**src/hdl/l2lb_ram.sv**
```systemverilog
// Generic single-port RAM with registered read data.
// No dependencies.
module l2lb_ram #(
  parameter int Width = 8,
  parameter int Depth = 16
) (
  input  logic                     clk,
  input  logic                     we,
  input  logic [$clog2(Depth)-1:0] addr,
  input  logic [Width-1:0]         wdata,
  output logic [Width-1:0]         rdata
);
  logic [Width-1:0] mem [Depth];

  always_ff @(posedge clk) begin
    if (we) begin
      mem[addr] <= wdata;
    end
    rdata <= mem[addr];
  end
endmodule

```
**config.mk**
```make
export PLATFORM = sky130hd
export DESIGN_NAME = l2lb_ram
export DESIGN_NICKNAME = d
export VERILOG_FILES = /design/src/hdl/l2lb_ram.sv
export SDC_FILE = /design/constraint.sdc
export NUM_CORES = 1
export LEC_CHECK = 0
export ABC_AREA = 1
export BUFFER_PORTS_ARGS = -buffer_cell sky130_fd_sc_hd__buf_4
export CORE_MARGIN = 1.5
export CORE_UTILIZATION = 45
export CTS_CLUSTER_DIAMETER = 150
export DETAILED_ROUTE_END_ITERATION = 10
export GPL_ROUTABILITY_DRIVEN = 0
export HOLD_SLACK_MARGIN = 0.05
export PLACE_DENSITY = 0.68
export SYNTH_ARGS = -nofsm -noshare
export SYNTH_HDL_FRONTEND = slang
export SYNTH_SLANG_ARGS = --single-unit
```
**constraint.sdc**
```tcl
create_clock -name clk -period 3.6 [get_ports clk]
set_input_delay 0.36 -clock clk [delete_from_list [all_inputs] [get_ports clk]]
set_output_delay 0.36 -clock clk [all_outputs]
set_load 0.005 [all_outputs]
```
After elaboration in Yosys (flattened, before gate mapping)
Memories as Yosys holds them, arrays and structs flattened. A register that Yosys moved wholly into a read port is not among the register bits.
Index checks and enable logic that the tools add are counted.
Word-level totals
  bits in registers: 0
  memory bits (writable): 128
  bits of input ports: 14
  logic and storage cells: 3
  memories kept: 1
Memory list
  mem: words 16, bits a word 8, rd ports 1, clocked after memory_dff 1, write ports 1, line 13  | logic [Width-1:0] mem [Depth];
Operators by class
  muxes and demuxes: 2
Operators with widths (number)
  $mux W1: 2

Logic depth before layout (Yosys ltp)
  depth in word-level cells: 2
  depth in mapped cells: 11
  mapped depth without buffers: 9

Worst setup path after synthesis
No wires, ideal clock.
  kind: input to register
  start point: in addr[1]
  end point: mem mem[3][0], enable pin
  library setup time: 0.370 ns
  arrival: 1.367 ns
  slack: 1.863 ns
  stages: 4
  cell sequence: buf_2 clkbuf_1 nand3_1 nor2_1
RTL lines
  start, declared: line 9  | input logic [$clog2(Depth)-1:0] addr,
  end, declared: line 13
Straight into the memory's write port.

Final worst setup path
  start point: in addr[0]
  end point: mem mem[12][2], enable pin
Straight into the memory's write port.

==> metrics <==
Clock Tree Buf Depth 2; Synth-to-Final Area Change 15.4%; count of cell types in the netlist 11; part of the total power dissipated in combinational logic 0.058; post-placement setup slack 1.01 ns; chip width 114 µm; maximum level of the CTS H-tree 4; startpoint class of the critical path input pin; clock-pin slew reported for the worst setup and hold paths after clock tree synthesis 0.06 ns; number of nets in the finished design 584; worst-case clock skew 0.00701 ns; Hold/Removal Path Class input pin to flop; number of hold violations in the final report 0; fillcell total 1029; Via-to-Cell Ratio 4.87; post-synthesis instance area 5590 µm²; leakage power of the design 2.74 nW; Resize count post-CTS 0; average detailed-routed wire length per instance 15.6 µm; Crit Path Max Fanout 67; estimated wirelength of the detail-placed design 7300 µm; Die ar. 13100 µm²; drt first pass iters 5; Critical Path AT 2.20 ns; master cell of the clock root buffer clkbuf_16; Top Ports 22; maximum clock frequency 466 MHz; relative contribution of the clock network to total power 0.463; total of flip-flops plus latches after synthesis 136; Setup-failing EPs final 0; clock tree from TritonCTS built; Least-Margin Pin Slew 0.722 ns; pin count of the biggest net entering global routing 68; count of synthesis-stage warnings from yosys 0; final standard cell utilization of the core 0.535; first-pass GRT wire length 18500 µm; Overall Global Routing Usage 0.196; status finished, final reports clean; Post-DP Area 5870 µm²; Setup Crit Path Kind input pin to flop; fraction of the yosys area taken by sequential cells 0.716; summed area of non-filler cells in the final layout 6460 µm²; register share of total power 0.479; Sinks on Clock Net 136; Peak supply drop 0.269 mV; Setup Buffers After CTS 0; Skew-Pair Late Insertion Delay 0.42 ns; number of antenna violations at the first check in global routing 0; hold buffer count at CTS 0; areal power density over the cells 575 nW/µm²; final WL 11700 µm; post-synthesis simple-gate area fraction 0.248; initial standard-cell utilization of the core 0.464; count of inserted antenna diode cells 0; CP required 3.65 ns; Synth Net Count 562; net switching fraction of the power 0.228; number of core rows 40; Max Cap Violations 0; share of post-route cells with drive strength above 1 0.0961; DRC violation count after routing 0; portion of the clock cycle consumed by the worst path in the final layout 0.597; internal power component 2.87 mW; XOR/XNOR Fraction of Synth Area 0; average cell area after synthesis 10.2 µm²; TritonCTS buffer count 17; drt first-iter violations 285; Period minus WS final 2.15 ns; Std-Cell Core Area 12100 µm²; tightest slew margin relative to the limit 0.517; adder-cell share of the synthesized area 0; number of instances in the synthesized netlist 548; largest family of logic cells by synthesized area simple AND/OR/NAND/NOR gates; vertical die dimension 114 µm; Port-buffer cells 21; via count of the first global-routing pass 3568; Worst Slack Setup Final 1.45 ns; residual antenna-violating net count after detailed routing 0; final-report max-slew violation count 0; unrepaired setup endpoints after global routing no; multiplexer share of the synthesized area 0; Total Neg Setup Slack 0 ns; switching power total 0.845 mW; total via count after detailed routing 3657; kind of capture point of the worst setup path flop; area fraction in compound gates after synthesis 0; global-route congestion overflow total 0
[power groups by stage]
| stage | registers [mW] | clock network, mW | logic, mW |
|---|---|---|---|
| after floorplan | 1.81 | 0 | 0.122 |
| after global placement | 1.81 | 0 | 0.211 |
| after detailed placement | 1.81 | 0 | 0.213 |
| after CTS | 1.78 | 1.73 | 0.215 |
| after global routing | 1.78 | 1.80 | 0.242 |
| final | 1.78 | 1.72 | 0.215 |
[worst max-delay path, stage by stage]
cell and delay [ns]:
buf_4 0.31, inv_2 0.33, buf_4 0.34, nand3_1 0.25
nor2_1 0.58
[state kept, by name, summed over array words and instances (netlist names)]
signal / count
mem: 128
rdata: 8
[cell usage after synthesis]
cell type	count	area, µm²
buf_2	12	60.1
buf_4	6	45.0
nand3_1	4	20.0
clkbuf_1	3	11.3
inv_1	21	78.8
inv_2	1	3.75
edfxtp_1	128	3840
nor2_1	18	67.6
clkinv_1	1	3.75
nand2_1	346	1300
dfxtp_1	8	160
[final timing paths]
check / slack [ns] / startpoint / cells after the start / end
worst min register to register: 0.74 / mem[0][6] / 8 / rdata[6]
worst max-delay path: 1.45 / addr[0] / 5 / mem[12][2]
worst min-delay path: 0.29 / wdata[1] / 1 / mem[4][1]
worst max register to register: 2.57 / mem[3][5] / 8 / rdata[5]
[routing by layer]
layer | GRT usage | vias up | part of all wire
li1 | - | 1800 | -
met1 | 0.262 | 1707 | 0.43
met2 | 0.311 | 131 | 0.48
met3 | 0.0371 | 19 | 0.063
met4 | 0.0958 | 0 | 0.021
met5 | 0 | - | 0
[cells in the final DEF, fill, tap and decap left out, drive strengths merged]
| cell type | count |
|---|---|
| nand2 | 346 |
| edfxtp | 128 |
| inv | 30 |
| buf | 24 |
| nor2 | 18 |
| clkbuf | 17 |
| dfxtp | 8 |
| clkinv | 5 |
| nand3 | 4 |
| bufinv | 2 |
| clkinvlp | 1 |
[layout make-up]
cell class / count / area (µm²) / share of cell area
Multi-Input combinational cell: 368 / 1390 / 0.215
Clock inverter: 15 / 164 / 0.0254
Timing Repair Buffer: 24 / 180 / 0.0279
Clock buffer: 17 / 425 / 0.0659
Sequential cell: 136 / 4000 / 0.620
Tap cell: 168 / 210 / 0.0326
Inverter: 23 / 86.3 / 0.0134
[logic make-up after synthesis]
logic type / count (synthesis)
flip-flops: 136
AND/OR/NAND/NOR: 368
buffers and inverters: 44
[metrics by stage]
| stage | instances | hold WS [ns] | power [mW] |
|---|---|---|---|
| floorplan | 548 | 0.459 | 1.94 |
| global placement | 719 | 0.693 | 2.02 |
| detailed placement | 719 | 0.719 | 2.03 |
| CTS | 751 | 0.296 | 3.72 |
| global route | 751 | 0.298 | 3.83 |
| finish | 751 | 0.293 | 3.71 |
No activity file was read; power rests on OpenSTA's default activity.
